$ cat src/hdl/assert_macros.svh
// Assertion macros shared by the delta-list timer queue RTL.
// Included by the modules that carry concurrent checks; no other dependencies.
`ifndef ASSERT_MACROS_SVH
`define ASSERT_MACROS_SVH

// a holds in this cycle, so c holds in the same cycle
`define DLTQ_ASSERT_IMP(label, clk, rst, a, c, msg) \
  label: assert property (@(posedge clk) disable iff (rst) (a) |-> (c)) \
    else $error(msg);

// a holds in this cycle, so c holds in the next cycle
`define DLTQ_ASSERT_NXT(label, clk, rst, a, c, msg) \
  label: assert property (@(posedge clk) disable iff (rst) (a) |=> (c)) \
    else $error(msg);

`endif

$ cat src/hdl/dltq_pkg.sv
// Package for the delta-list timer queue: sizes, op codes, FSM states and the
// command/status structs between controller and datapath. No dependencies.
package dltq_pkg;

  localparam int TIMERS = 16;
  localparam int ID_W   = $clog2(TIMERS);
  localparam int IDX_W  = ID_W + 1;
  localparam int TICK_W = 32;

  localparam logic [IDX_W-1:0] END_IDX = IDX_W'(TIMERS);

  typedef enum logic [1:0] {
    OP_TICK  = 2'd0,
    OP_START = 2'd1,
    OP_STOP  = 2'd2,
    OP_NONE  = 2'd3
  } dltq_op_t;

  typedef enum logic [7:0] {
    S_IDLE      = 8'b0000_0001,
    S_INS_WALK  = 8'b0000_0010,
    S_INS_LINK  = 8'b0000_0100,
    S_DEL_WALK  = 8'b0000_1000,
    S_DEL_FIX   = 8'b0001_0000,
    S_TICK_DEC  = 8'b0010_0000,
    S_TICK_EMIT = 8'b0100_0000,
    S_TICK_CHK  = 8'b1000_0000
  } dltq_state_t;

  typedef struct packed {
    logic load;
    logic ins_step;
    logic ins_end;
    logic ins_link;
    logic del_step;
    logic del_hit;
    logic del_abort;
    logic del_fix;
    logic tick_dec;
    logic tick_emit;
    logic tick_chk;
  } dltq_cmd_t;

  typedef struct packed {
    logic head_empty;
    logic id_running;
    logic ins_more;
    logic del_hit;
    logic del_end;
    logic tick_zero;
    logic chain_more;
  } dltq_sts_t;

endpackage

$ cat src/hdl/dltq_ctrl.sv
// Controller FSM of the delta-list timer queue: sequences insert, unlink and
// tick walks. Depends on dltq_pkg; drives the datapath by command struct.
module dltq_ctrl
  import dltq_pkg::*;
(
  input  logic        clk,
  input  logic        rst,
  input  logic        start,
  input  logic [1:0]  op,
  input  dltq_sts_t   sts,
  output dltq_cmd_t   cmd,
  output logic        busy
);

  dltq_state_t state, state_next;

  always_ff @(posedge clk) begin
    if (rst) begin
      state <= S_IDLE;
    end else begin
      state <= state_next;
    end
  end

  assign busy = (state != S_IDLE);

  always_comb begin
    state_next = state;
    cmd        = '0;
    unique case (state)
      S_IDLE: begin
        if (start) begin
          cmd.load = 1'b1;
          unique case (dltq_op_t'(op))
            OP_TICK:  if (!sts.head_empty) state_next = S_TICK_DEC;
            OP_START: if (!sts.id_running) state_next = S_INS_WALK;
            OP_STOP:  if (sts.id_running)  state_next = S_DEL_WALK;
            OP_NONE:  state_next = S_IDLE;
            default:  state_next = S_IDLE;
          endcase
        end
      end
      S_INS_WALK: begin
        if (sts.ins_more) begin
          cmd.ins_step = 1'b1;
        end else begin
          cmd.ins_end = 1'b1;
          state_next  = S_INS_LINK;
        end
      end
      S_INS_LINK: begin
        cmd.ins_link = 1'b1;
        state_next   = S_IDLE;
      end
      S_DEL_WALK: begin
        priority if (sts.del_end) begin
          cmd.del_abort = 1'b1;
          state_next    = S_IDLE;
        end else if (sts.del_hit) begin
          cmd.del_hit = 1'b1;
          state_next  = S_DEL_FIX;
        end else begin
          cmd.del_step = 1'b1;
        end
      end
      S_DEL_FIX: begin
        cmd.del_fix = 1'b1;
        state_next  = S_IDLE;
      end
      S_TICK_DEC: begin
        cmd.tick_dec = 1'b1;
        state_next   = sts.tick_zero ? S_TICK_EMIT : S_IDLE;
      end
      S_TICK_EMIT: begin
        cmd.tick_emit = 1'b1;
        state_next    = S_TICK_CHK;
      end
      S_TICK_CHK: begin
        cmd.tick_chk = 1'b1;
        state_next   = sts.chain_more ? S_TICK_EMIT : S_IDLE;
      end
      default: state_next = S_IDLE;
    endcase
  end

endmodule

$ cat src/hdl/dltq_datapath.sv
// Datapath of the delta-list timer queue: delta and link tables, walk
// registers and the result register. Depends on dltq_pkg and assert_macros.svh.
`include "assert_macros.svh"

module dltq_datapath
  import dltq_pkg::*;
(
  input  logic              clk,
  input  logic              rst,
  input  dltq_cmd_t         cmd,
  input  logic [ID_W-1:0]   timer_id,
  input  logic [TICK_W-1:0] period,
  output dltq_sts_t         sts,
  output logic              valid,
  output logic [ID_W-1:0]   expired_id,
  output logic              last
);

  logic [TICK_W-1:0] delta_mem [TIMERS];
  logic [IDX_W-1:0]  next_mem  [TIMERS];
  logic [TIMERS-1:0] running;
  logic [IDX_W-1:0]  head;
  logic [IDX_W-1:0]  cur;
  logic [IDX_W-1:0]  prev;
  logic [TICK_W-1:0] rem;
  logic [ID_W-1:0]   id;

  logic [TICK_W-1:0] rd_delta;
  logic [IDX_W-1:0]  rd_next;
  logic [TICK_W-1:0] dec;
  logic              cur_valid;

  logic              d_we;
  logic [ID_W-1:0]   d_addr;
  logic [TICK_W-1:0] d_wdata;
  logic              n_we;
  logic [ID_W-1:0]   n_addr;
  logic [IDX_W-1:0]  n_wdata;

  assign cur_valid = !cur[IDX_W-1];
  assign rd_delta  = delta_mem[cur[ID_W-1:0]];
  assign rd_next   = next_mem[cur[ID_W-1:0]];
  assign dec       = (rd_delta == '0) ? '0 : rd_delta - TICK_W'(1);

  always_comb begin
    sts.head_empty = head[IDX_W-1];
    sts.id_running = running[timer_id];
    sts.ins_more   = cur_valid && (rd_delta <= rem);
    sts.del_end    = !cur_valid;
    sts.del_hit    = cur_valid && (cur[ID_W-1:0] == id);
    sts.tick_zero  = (dec == '0);
    sts.chain_more = cur_valid && (rd_delta == '0);
  end

  // table write selection, one address per table per cycle
  always_comb begin
    d_we    = 1'b0;
    d_addr  = cur[ID_W-1:0];
    d_wdata = dec;
    priority if (cmd.ins_end) begin
      d_we    = cur_valid;
      d_wdata = rd_delta - rem;
    end else if (cmd.ins_link) begin
      d_we    = 1'b1;
      d_addr  = id;
      d_wdata = rem;
    end else if (cmd.del_fix) begin
      d_we    = cur_valid;
      d_wdata = rd_delta + rem;
    end else if (cmd.tick_dec) begin
      d_we    = 1'b1;
    end
  end

  always_comb begin
    n_we    = 1'b0;
    n_addr  = cur[ID_W-1:0];
    n_wdata = END_IDX;
    priority if (cmd.ins_end) begin
      n_we    = 1'b1;
      n_addr  = id;
      n_wdata = cur;
    end else if (cmd.ins_link) begin
      n_we    = !prev[IDX_W-1];
      n_addr  = prev[ID_W-1:0];
      n_wdata = {1'b0, id};
    end else if (cmd.del_hit) begin
      n_we    = !prev[IDX_W-1];
      n_addr  = prev[ID_W-1:0];
      n_wdata = rd_next;
    end else if (cmd.del_fix) begin
      n_we    = 1'b1;
      n_addr  = id;
    end else if (cmd.tick_emit) begin
      n_we    = 1'b1;
    end
  end

  always_ff @(posedge clk) begin
    if (d_we) begin
      delta_mem[d_addr] <= d_wdata;
    end
    if (n_we) begin
      next_mem[n_addr] <= n_wdata;
    end
  end

  always_ff @(posedge clk) begin
    if (rst) begin
      running <= '0;
      head    <= END_IDX;
      valid   <= 1'b0;
    end else begin
      valid <= cmd.tick_chk;
      if (cmd.ins_link) begin
        running[id] <= 1'b1;
        if (prev[IDX_W-1]) head <= {1'b0, id};
      end
      if (cmd.del_hit || cmd.del_abort) begin
        running[id] <= 1'b0;
      end
      if (cmd.del_hit && prev[IDX_W-1]) begin
        head <= rd_next;
      end
      if (cmd.tick_emit) begin
        running[cur[ID_W-1:0]] <= 1'b0;
      end
      if (cmd.tick_chk && !sts.chain_more) begin
        head <= cur;
      end
    end
  end

  always_ff @(posedge clk) begin
    if (cmd.load) begin
      id   <= timer_id;
      cur  <= head;
      prev <= END_IDX;
      rem  <= (period == '0) ? TICK_W'(1) : period;
    end
    if (cmd.ins_step) begin
      rem  <= rem - rd_delta;
      prev <= cur;
      cur  <= rd_next;
    end
    if (cmd.del_step) begin
      prev <= cur;
      cur  <= rd_next;
    end
    if (cmd.del_hit) begin
      rem <= rd_delta;
      cur <= rd_next;
    end
    if (cmd.tick_emit) begin
      prev <= cur;
      cur  <= rd_next;
    end
    if (cmd.tick_chk) begin
      expired_id <= prev[ID_W-1:0];
      last       <= !sts.chain_more;
    end
  end

  `DLTQ_ASSERT_NXT(a_strobe_gap, clk, rst, valid, !valid, "result strobes back to back")
  `DLTQ_ASSERT_IMP(a_emit_linked, clk, rst, cmd.tick_emit,
                   cur_valid && running[cur[ID_W-1:0]], "expiring entry not linked")
  `DLTQ_ASSERT_NXT(a_link_sets, clk, rst, cmd.ins_link, running[$past(id)] && !head[IDX_W-1],
                   "inserted timer not running")

endmodule

$ cat src/hdl/delta_list_timer_queue_unit.sv
// Top level of the delta-list timer queue: joins controller and datapath.
// Depends on dltq_pkg, dltq_ctrl and dltq_datapath.
//
//   channel  | handshake          | payload
//   ---------+--------------------+---------------------------
//   request  | start / busy       | op, timer_id, period
//   expiry   | valid (strobe)     | expired_id, last
//
// An item is taken when start is high and busy low. A tick decrements the head
// entry, then emits and checks each expired timer in turn; a start or stop walks
// the list one entry a cycle. Each expiry shows for one cycle on valid; the receiver
// cannot stall. Synchronous reset empties the list; the tables need no sweep.
module delta_list_timer_queue_unit
  import dltq_pkg::*;
(
  input  logic              clk,
  input  logic              rst,
  input  logic              start,
  output logic              busy,
  input  logic [1:0]        op,
  input  logic [ID_W-1:0]   timer_id,
  input  logic [TICK_W-1:0] period,
  output logic              valid,
  output logic [ID_W-1:0]   expired_id,
  output logic              last
);

  dltq_cmd_t cmd;
  dltq_sts_t sts;

  dltq_ctrl u_ctrl (
    .clk   (clk),
    .rst   (rst),
    .start (start),
    .op    (op),
    .sts   (sts),
    .cmd   (cmd),
    .busy  (busy)
  );

  dltq_datapath u_datapath (
    .clk        (clk),
    .rst        (rst),
    .cmd        (cmd),
    .timer_id   (timer_id),
    .period     (period),
    .sts        (sts),
    .valid      (valid),
    .expired_id (expired_id),
    .last       (last)
  );

endmodule

$ cat config.mk
export PLATFORM = sky130hd
export DESIGN_NAME = delta_list_timer_queue_unit
export DESIGN_NICKNAME = d
export VERILOG_FILES = /design/src/hdl/dltq_pkg.sv /design/src/hdl/dltq_ctrl.sv /design/src/hdl/dltq_datapath.sv /design/src/hdl/delta_list_timer_queue_unit.sv
export VERILOG_INCLUDE_DIRS = /design/src /design/src/hdl
export SDC_FILE = /design/constraint.sdc
export NUM_CORES = 1
export LEC_CHECK = 0
export CELL_PAD_IN_SITES_DETAIL_PLACEMENT = 1
export CELL_PAD_IN_SITES_GLOBAL_PLACEMENT = 1
export CORE_UTILIZATION = 54
export CTS_CLUSTER_SIZE = 8
export DETAILED_ROUTE_END_ITERATION = 6
export DONT_BUFFER_PORTS = 1
export PLACE_DENSITY = 0.83
export SLEW_MARGIN = 0
export SYNTH_ARGS = -nofsm -noshare
export SYNTH_HDL_FRONTEND = slang
export SYNTH_HIERARCHICAL = 1
export SYNTH_SLANG_ARGS = --single-unit
export TNS_END_PERCENT = 50
$ cat constraint.sdc
create_clock -name clk -period 7.83 [get_ports clk]
set_input_delay 1.566 -clock clk [delete_from_list [all_inputs] [get_ports clk]]
set_output_delay 1.566 -clock clk [all_outputs]
set_load 0.02 [all_outputs]
Word level (Yosys, flattened, before mapping):

Memory sizes are Yosys's and may differ from the RTL's. A register that Yosys moved wholly into a read port is not among the register bits.
Cells that the tools add are included.

* bits in registers: 81
* latch bits: 0
* memory bits (writable): 592
* ROM bits: 0
* input bits: 41
* output and inout bits: 7
* logic and storage cells: 150
* memories kept: 2

Memory list
* u_datapath.delta_mem: words 16, width 32, rd ports 1, clocked after Yosys merged registers in 1, wr ports 1, RTL line dltq_datapath.sv:19 `logic [TICK_W-1:0] delta_mem [TIMERS];`
* u_datapath.next_mem: words 16, width 5, rd ports 1, clocked after Yosys merged registers in 1, wr ports 1, RTL line dltq_datapath.sv:20 `logic [IDX_W-1:0] next_mem [TIMERS];`

* $add $sub $neg: 4
* multiply operators: 0
* divide/modulo/power cells: 0
* $lt $le $gt $ge: 6
* equality and inequality tests: 19
* shift operators: 0
* multiplexer cells: 82
* bitwise logic cells: 5
* reduce and logical (&&, ||, !) cells: 22

Operator list (number)
* two-way mux 32 bit: 8
* logical NOT 32 bit: 3
* two-way mux 16 bit: 5
* two-way mux 5 bit: 16
* subtractor 32 bit: 2
* two-way mux 8 bit: 7
* one-hot mux 8 bit (6 select lines): 1
* adder 32 bit: 1
* bitwise AND 16 bit: 2
* <= comparator 32 bit: 1
* two-way mux 4 bit: 8
* NOT 16 bit: 2
* one-hot mux 8 bit (4 select lines): 1
* subtractor 32 x 1 -> 32 bit (second input constant): 1
* two-way mux 1 bit: 28
* bitwise OR 16 bit: 1
* less-than comparator 4 x 5 -> 1 bit (second input constant): 3
* two-way mux 7 bit: 2
* nonzero test 3 bit: 3
* demux 1 bit (select 4 bit): 2
* == test 8 x 1 -> 1 bit (second input constant): 1
* == test 8 x 2 -> 1 bit (second input constant): 1
* == test 8 x 3 -> 1 bit (second input constant): 1
* == test 8 x 4 -> 1 bit (second input constant): 1
* 23 further kinds: 37

Logic depth before layout (Yosys ltp):

Gate-level depths: netlist (run 1).

* word-level depth: 12
* mapped depth: 29
* depth with buffers taken out: 25

Hierarchy:

The synthesis (run 1) kept the hierarchy.

By module, submodules not included
* dltq_datapath: instances 1, cells an instance 2384, area an instance 33281.9 sq um
* dltq_ctrl: instances 1, cells an instance 78, area an instance 589.3 sq um

Least setup slack after synthesis (run 1):

Ideal clock, no wire load.

* path type: reg-to-reg
* from: register (tool-made name)
* to: memory u_datapath.delta_mem[3][0] (enable)
* data arrival time: 6.674 ns
* path slack: 0.735 ns
* stages on the path, launching flop included: 27
* path buffers: 5
* path through: dfxtp_1 > buf_2 > buf_2 > buf_1 > mux4_2 > a22o_1 > a221oi_2 > inv_1 > ha_1 > clkbuf_1 > a21o_1 > a221oi_1 > o21ai_0 > a31oi_1 > nand2b_1 > a21o_1 > a211o_1 > a21oi_1 > nand2_1 > a21oi_1 > nor2_1 > clkbuf_1 > nor2_1 > nand3_1 > nand2_1 > nand2_1 > nor2_1

RTL lines (RTL line)
* end, declared: dltq_datapath.sv:19

==> flow_summary.ini, run 1 <==
[layout]
fin_util = 0.617
stdcell_area_sq_um = 38200
layout.nets = 2671
area_delta_synth_final_pct = 12.6
drive_above_1_share = 0.176
num-fill-cells = 5796

[timing]
period_share = 0.959
tightest_slew_ns = 1.41
fmax_mhz = 133
slew-limit-headroom = 0.0583
post-route-min-period_ns = 7.51
setup-violations-final = 0
finalWorstSetupSlack_ns = 0.323
finClkSkew_ns = 0.0411
slew_violations = 0
rsz0062_at_grt = true
hold_viol = 0

[clocking]
cts_inserted_buffers = 95
clk_latency_ns = 0.66
cts_hold_buf = 0
clkTransAtPathRegs_ns = 0.06
clk_path_buf_depth = 3
cts_tree = done
clock_sinks = 677
cts-root-buf = clkbuf_16
htree_num_levels = 3

[power_and_ir_drop]
p_total_mw = 13.5
switching_share = 0.375
switching_power_mw = 5.08
p_leak_nw = 12.9
vdd_ir_drop_max_mv = 0.178
seq_power_share = 0.342
clkPwrFrac = 0.280
combPwrFrac = 0.377
intPower_mw = 8.46
pwr_density_cell_nw_per_um2 = 355

[route]
post_drt_wl_per_cell_microns = 33.9
dr.pass1.iters = 6
num_vias = 24100
drc = 0
routed_wl_microns = 115000
drt_iter0_drc = 3188
via_per_inst = 7.09
antenna_left = 0

[synth]
synth-edff-count = 643
ys_seq_area_frac = 0.590
yosysUniqueCellTypes = 90
synthesis.instances = 2462
syn_area_sq_um = 33900
synth_seq_cells = 677
synthesis.nets = 2602
syn_area_per_cell_sq_um = 13.8
yosysWarnings = 6
ys.flop_type = edfxtp_1
async_flop_share = 0

[setup_path]
crit_family = compound AO/OA/AOI/OAI gates
crit_arrival_ns = 7.76
endpoint_kind = register
critPathKind = reg -> reg
required_ns = 8.09
cp_common_cell = nand2_1
critPathMaxFanout = 32
max_stage_delay_ns = 0.57
cp_num_buf_inv = 4
cp_slowest_cell = mux4_2
startpoint_type = register

[status]
status = complete, no violations

[global_routing]
grt_use_total = 0.365
grt_pass1_wl_microns = 169000
grt-ovfl-total = 0
antenna_found_initial = 1
grt_max_degree = 63
grt_pass1_vias = 24800

[placed_design]
dpl.hpwl_microns = 68700
portBuffers = 0
preCtsSetupSlack_ns = 0.545
gp_congestion = 0.970
dpl_cell_area_sq_um = 35400

[floorplan]
num_rows = 91
die_width_microns = 252
start_util = 0.548
die-area_sq_um = 63700
fp.coreArea_sq_um = 61800
die_h_microns = 252
pin_count = 48

[flow_run]
maxCapViolations = 0

[hold_path]
hold_path_class = reg -> reg
==> cell usage in the layout (no fill, tap or decap), types with 61 or more instances in the layout <==
cell,Yosys,layout
nor3_1,62,61
inv_1,103,103
xnor2_1,82,82
a21oi_1,162,162
o21ai_0,109,109
nor2_1,171,152
clkbuf_16,0,96
nand2_1,124,124
mux4_2,150,150
ha_1,96,96
buf_4,11,86
edfxtp_1,643,643
==> metal layers <==
metal | part of all wire | track usage | vias up
met5 | 0.00011 | 0 | -
met4 | 0.043 | 0.154 | 2
met3 | 0.11 | 0.0782 | 355
met2 | 0.47 | 0.573 | 1773
met1 | 0.38 | 0.496 | 12300
li1 | - | - | 9719
==> cell type report <==
class | instances | area, sq um | area share
multi-input cells | 1534 | 13000 | 0.340
inverters | 116 | 435 | 0.0114
clock inverters | 8 | 144 | 0.00377
clock buffers | 121 | 2500 | 0.0654
flip-flops and latches | 677 | 20000 | 0.524
repair buffers | 107 | 1040 | 0.0273
diodes | 1 | 2.50 | 0.0000656
well taps | 837 | 1050 | 0.0274
==> through the flow <==
stage | TNS [ns] | hold WS [ns] | cells
2_1_floorplan | 0 | 0.427 | 2462
3_3_place_gp | 0 | 0.453 | 3265
3_5_place_dp | 0 | 0.448 | 3265
4_1_cts | 0 | 0.474 | 3394
5_1_grt | -0.00327 | 0.477 | 3400
6_report | 0 | 0.478 | 3401
==> registers in the layout (all words and copies together) (netlist names), named ones only <==
register and count:
u_datapath/delta_mem 512, u_datapath/next_mem 80, u_datapath/rem 32, u_datapath/running 16, u_ctrl/state 8, u_datapath/cur 5
u_datapath/head 5, u_datapath/prev 5, u_datapath/expired_id 4, u_datapath/id 4, u_datapath/last 1, u_datapath/valid 1
==> power by group through the flow <==
stage / Combinational [mW] / Clock [mW] / Sequential [mW]
6_report: 5.11 / 3.79 / 4.64
5_1_grt: 5.37 / 3.93 / 4.64
4_1_cts: 4.94 / 3.82 / 4.63
3_5_place_dp: 4.80 / 0 / 4.69
3_3_place_gp: 4.60 / 0 / 4.69
2_1_floorplan: 3.27 / 0 / 4.61
==> synthesized netlist by cell type, drive strengths merged, types with 5 or more instances <==
master   instances  area [sq um]
edfxtp         643         19300
nor2           175           677
a21oi          163           820
mux4           156          3540
nand2          124           465
o21ai          114           574
inv            112           420
ha              96          1200
clkbuf          87           328
xnor2           82           718
nor3            64           330
buf             48           298
mux2i           43           430
nand3           35           185
a221oi          34           400
dfxtp           34           681
nor2b           34           220
o21bai          26           195
a21o            25           188
nand4           25           178
nor4            23           171
a211oi          20           150
a31oi           20           125
nand2b          19           119
or3             19           124
mux2            17           191
a22oi           16           120
o211ai          16           120
o22ai           16           100
o31ai           16           120
a2111oi         15           138
xor2            15           131
a22o            12           105
and3            12          75.1
o311ai          12           105
a21boi           8          60.1
nor3b            7          57.6
a32o             6          60.1
nor4b            6          65.1
o21a             6          45.0
nand3b           5          37.5
or2              5          31.3
or4              5          37.5
==> kinds of logic after synthesis <==
| kind of cell | count (synthesis) | share of synthesized area |
|---|---|---|
| AO/OA/AOI/OAI | 551 | 0.108 |
| XOR/XNOR | 97 | 0.0251 |
| adder cells (fa/ha/maj) | 99 | 0.0372 |
| buffers and inverters | 251 | 0.0313 |
| flip-flops | 677 | 0.590 |
| multiplexers | 216 | 0.123 |
| AND/OR/NAND/NOR | 571 | 0.0851 |
==> worst paths after layout <==
path | start | to | slack [ns] | cells after the start
max | register | u_datapath/delta_mem[3][25] | 0.32 | 25
min | u_datapath/prev[2] | u_datapath/expired_id[2] | 0.48 | 0
min reg2reg | u_datapath/prev[2] | u_datapath/expired_id[2] | 0.48 | 0
max reg2reg | register | u_datapath/delta_mem[3][25] | 0.32 | 25
==> what timing repair did <==
action / in CTS / in global routing
endpoints found under the setup margin: 0 / 107
gates resized for setup: 0 / 4
buffers inserted: 0 / 6
Power figures use the tool's default switching activity.
==> run 2: changes to the inputs <==
Settings changed: CORE_UTILIZATION 54 to 49, PLACE_DENSITY 0.83 to 0.79, SYNTH_HIERARCHICAL 1 to default.
Clock period 7.83 ns to 6.3 ns, I/O delays scaled along.
==> flow_summary.ini, run 2 <==
[status]
status = finished, violations left
violations = negative setup slack

[synth]
synth-edff-count = 643
synthesis.instances = 2440
yosysWarnings = 0
synthTopCellsByCount = edfxtp_1, nor2_1, mux4_2
yosysMostFrequentCell = edfxtp_1
synth_seq_cells = 677
syn_area_sq_um = 33800
synth_top_cell_area_share = 0.571
ys.flop_type = edfxtp_1
synth_top_cells_by_area = edfxtp_1, mux4_2, ha_1
synthesis.nets = 2579
syn_area_per_cell_sq_um = 13.9
yosysUniqueCellTypes = 93
async_flop_share = 0
ys_seq_area_frac = 0.591
synth_top_area_cell = edfxtp_1

[clocking]
cts_hold_buf = 0
clk_path_buf_depth = 3
clk_latency_ns = 0.68
cts_tree = done
cts_inserted_buffers = 95
clkTransAtPathRegs_ns = 0.06
htree_num_levels = 3
clock_sinks = 677
cts-root-buf = clkbuf_16

[timing]
fmax_mhz = 158
slew_violations = 0
slew-limit-headroom = 0.0143
period_share = 1.01
rsz0062_at_grt = true
post-route-min-period_ns = 6.34
whs_ns = 0.466
tightest_slew_ns = 1.48
hold_viol = 0
setup_tns_ns = -0.476
finClkSkew_ns = 0.0538
finalWorstSetupSlack_ns = -0.0380
setup-violations-final = 16

[floorplan]
start_util = 0.499
die_width_microns = 265
pin_count = 48
die_h_microns = 265
die-area_sq_um = 70000
num_rows = 95
fp.coreArea_sq_um = 67800

[route]
drc = 0
routed_wl_microns = 119000
post_drt_wl_per_cell_microns = 33.6
num_vias = 24100
via_per_inst = 6.81
drt_iter0_drc = 3264
dr.pass1.iters = 6
route.met3.wl_microns = 10900
antenna_left = 0
met1_length_microns = 47000
dr.max_layer_used = met5
wl_met2_microns = 56100

[layout]
final_cells = 3542
final_common_cell = edfxtp_1
top_register = u_datapath.delta_mem
stdcell_area_sq_um = 39200
area_delta_synth_final_pct = 16.0
largest_reg_flops = 512
fin_util = 0.579
reg_top3 = u_datapath.delta_mem x512, u_datapath.next_mem x80, u_datapath.rem x32
final_cell_mix = edfxtp_1, buf_4, nor2_1, mux4_2, a21oi_1
num-fill-cells = 6423
drive_above_1_share = 0.217
layout.nets = 2763

[power_and_ir_drop]
vdd_ir_drop_max_mv = 0.269
p_leak_nw = 13.3
pwr_density_cell_nw_per_um2 = 360
p_total_mw = 14.1

[placed_design]
preCtsSetupSlack_ns = -0.0659
dpl.hpwl_microns = 77800
dpl_cell_area_sq_um = 36200
gp_congestion = 0.956
portBuffers = 0
dp_cells = 3381

[global_routing]
grt-ovfl-total = 0
grt_pass1_wl_microns = 169000
grt_use_total = 0.332
grt_max_degree = 41
grt_pass1_vias = 24500
antenna_found_initial = 2

[setup_path]
reg2regPathDepth = 19
ff2ff_setup_slack_ns = -0.04
endpoint_kind = register
r2r-end = u_datapath.delta_mem[8][5]
startpoint_type = register
critPathKind = reg -> reg
required_ns = 6.44
critPathMaxFanout = 21
crit_arrival_ns = 6.48

[hold_path]
holdPathEnd = u_datapath.expired_id[2]
hold_path_class = reg -> reg
hold_path_depth = 0
worstHoldStart = u_datapath.prev[2]

[flow_run]
maxCapViolations = 0
## run 2: repair_timing
action | in CTS | in global routing
endpoints found under the setup margin | 46 | 464
buffers inserted | 0 | 20
pin swaps | 0 | 4
resized for setup | 5 | 23
## run 2: area by class of cell
class	count	area, sq um	area share
Timing Repair Buffer	221	1990	0.0507
Clock inverter	8	136	0.00348
Sequential cell	677	20000	0.510
Tap cell	873	1090	0.0279
Inverter	103	387	0.00986
Multi-Input combinational cell	1526	13100	0.333
Clock buffer	133	2550	0.0651
Antenna cell	1	2.50	0.0000638
## run 2: critical path: stages, from the launching register on
cell and delay [ns]:
dfxtp_4 0.40, buf_12 0.22, buf_4 0.26, mux4_2 0.57, mux2i_1 0.22, mux2i_1 0.32, ha_1 0.45, buf_4 0.19
clkinv_1 0.10, o31ai_1 0.49, a21oi_1 0.20, o21ai_0 0.19, a211oi_1 0.14, buf_4 0.17, o21a_1 0.21, o31ai_4 0.64
nor2_1 0.09, buf_4 0.23, nand2_1 0.08, o221ai_1 0.61
## run 2: layer usage
metal	vias up	GRT usage
li1	9934	-
met1	12400	0.459
met2	1527	0.533
met3	293	0.0509
met4	2	0.129
met5	-	0
## run 2: logic make-up after synthesis
logic type / after synthesis / share of synthesized area
AOI/OAI and AO/OA: 576 / 0.121
xor gates and xnor gates: 102 / 0.0264
adders and majority gates: 98 / 0.0369
buffers and inverters: 237 / 0.0302
DFF: 677 / 0.591
muxes: 185 / 0.112
and+or+nand+nor: 565 / 0.0822
## run 2: worst max path at each step
stage / start / slack (ns) / to / cells after the start
after floorplan: register / -0.32 / u_datapath.delta_mem[15][0] / 18
after CTS: register / -0.01 / u_datapath.delta_mem[6][1] / 20
final: register / -0.04 / u_datapath.delta_mem[8][5] / 19
after detailed placement: register / -0.07 / u_datapath.delta_mem[2][3] / 17
after global placement: register / -0.04 / u_datapath.delta_mem[3][3] / 16
after global routing: register / -0.12 / u_datapath.delta_mem[12][5] / 17
## run 2: power by group
part,internal [mW],switching (mW),total (mW)
logic,1.42,2.55,3.97
registers,5.26,0.0994,5.36
clock network,2.79,2.00,4.79
total,9.46,4.65,14.1
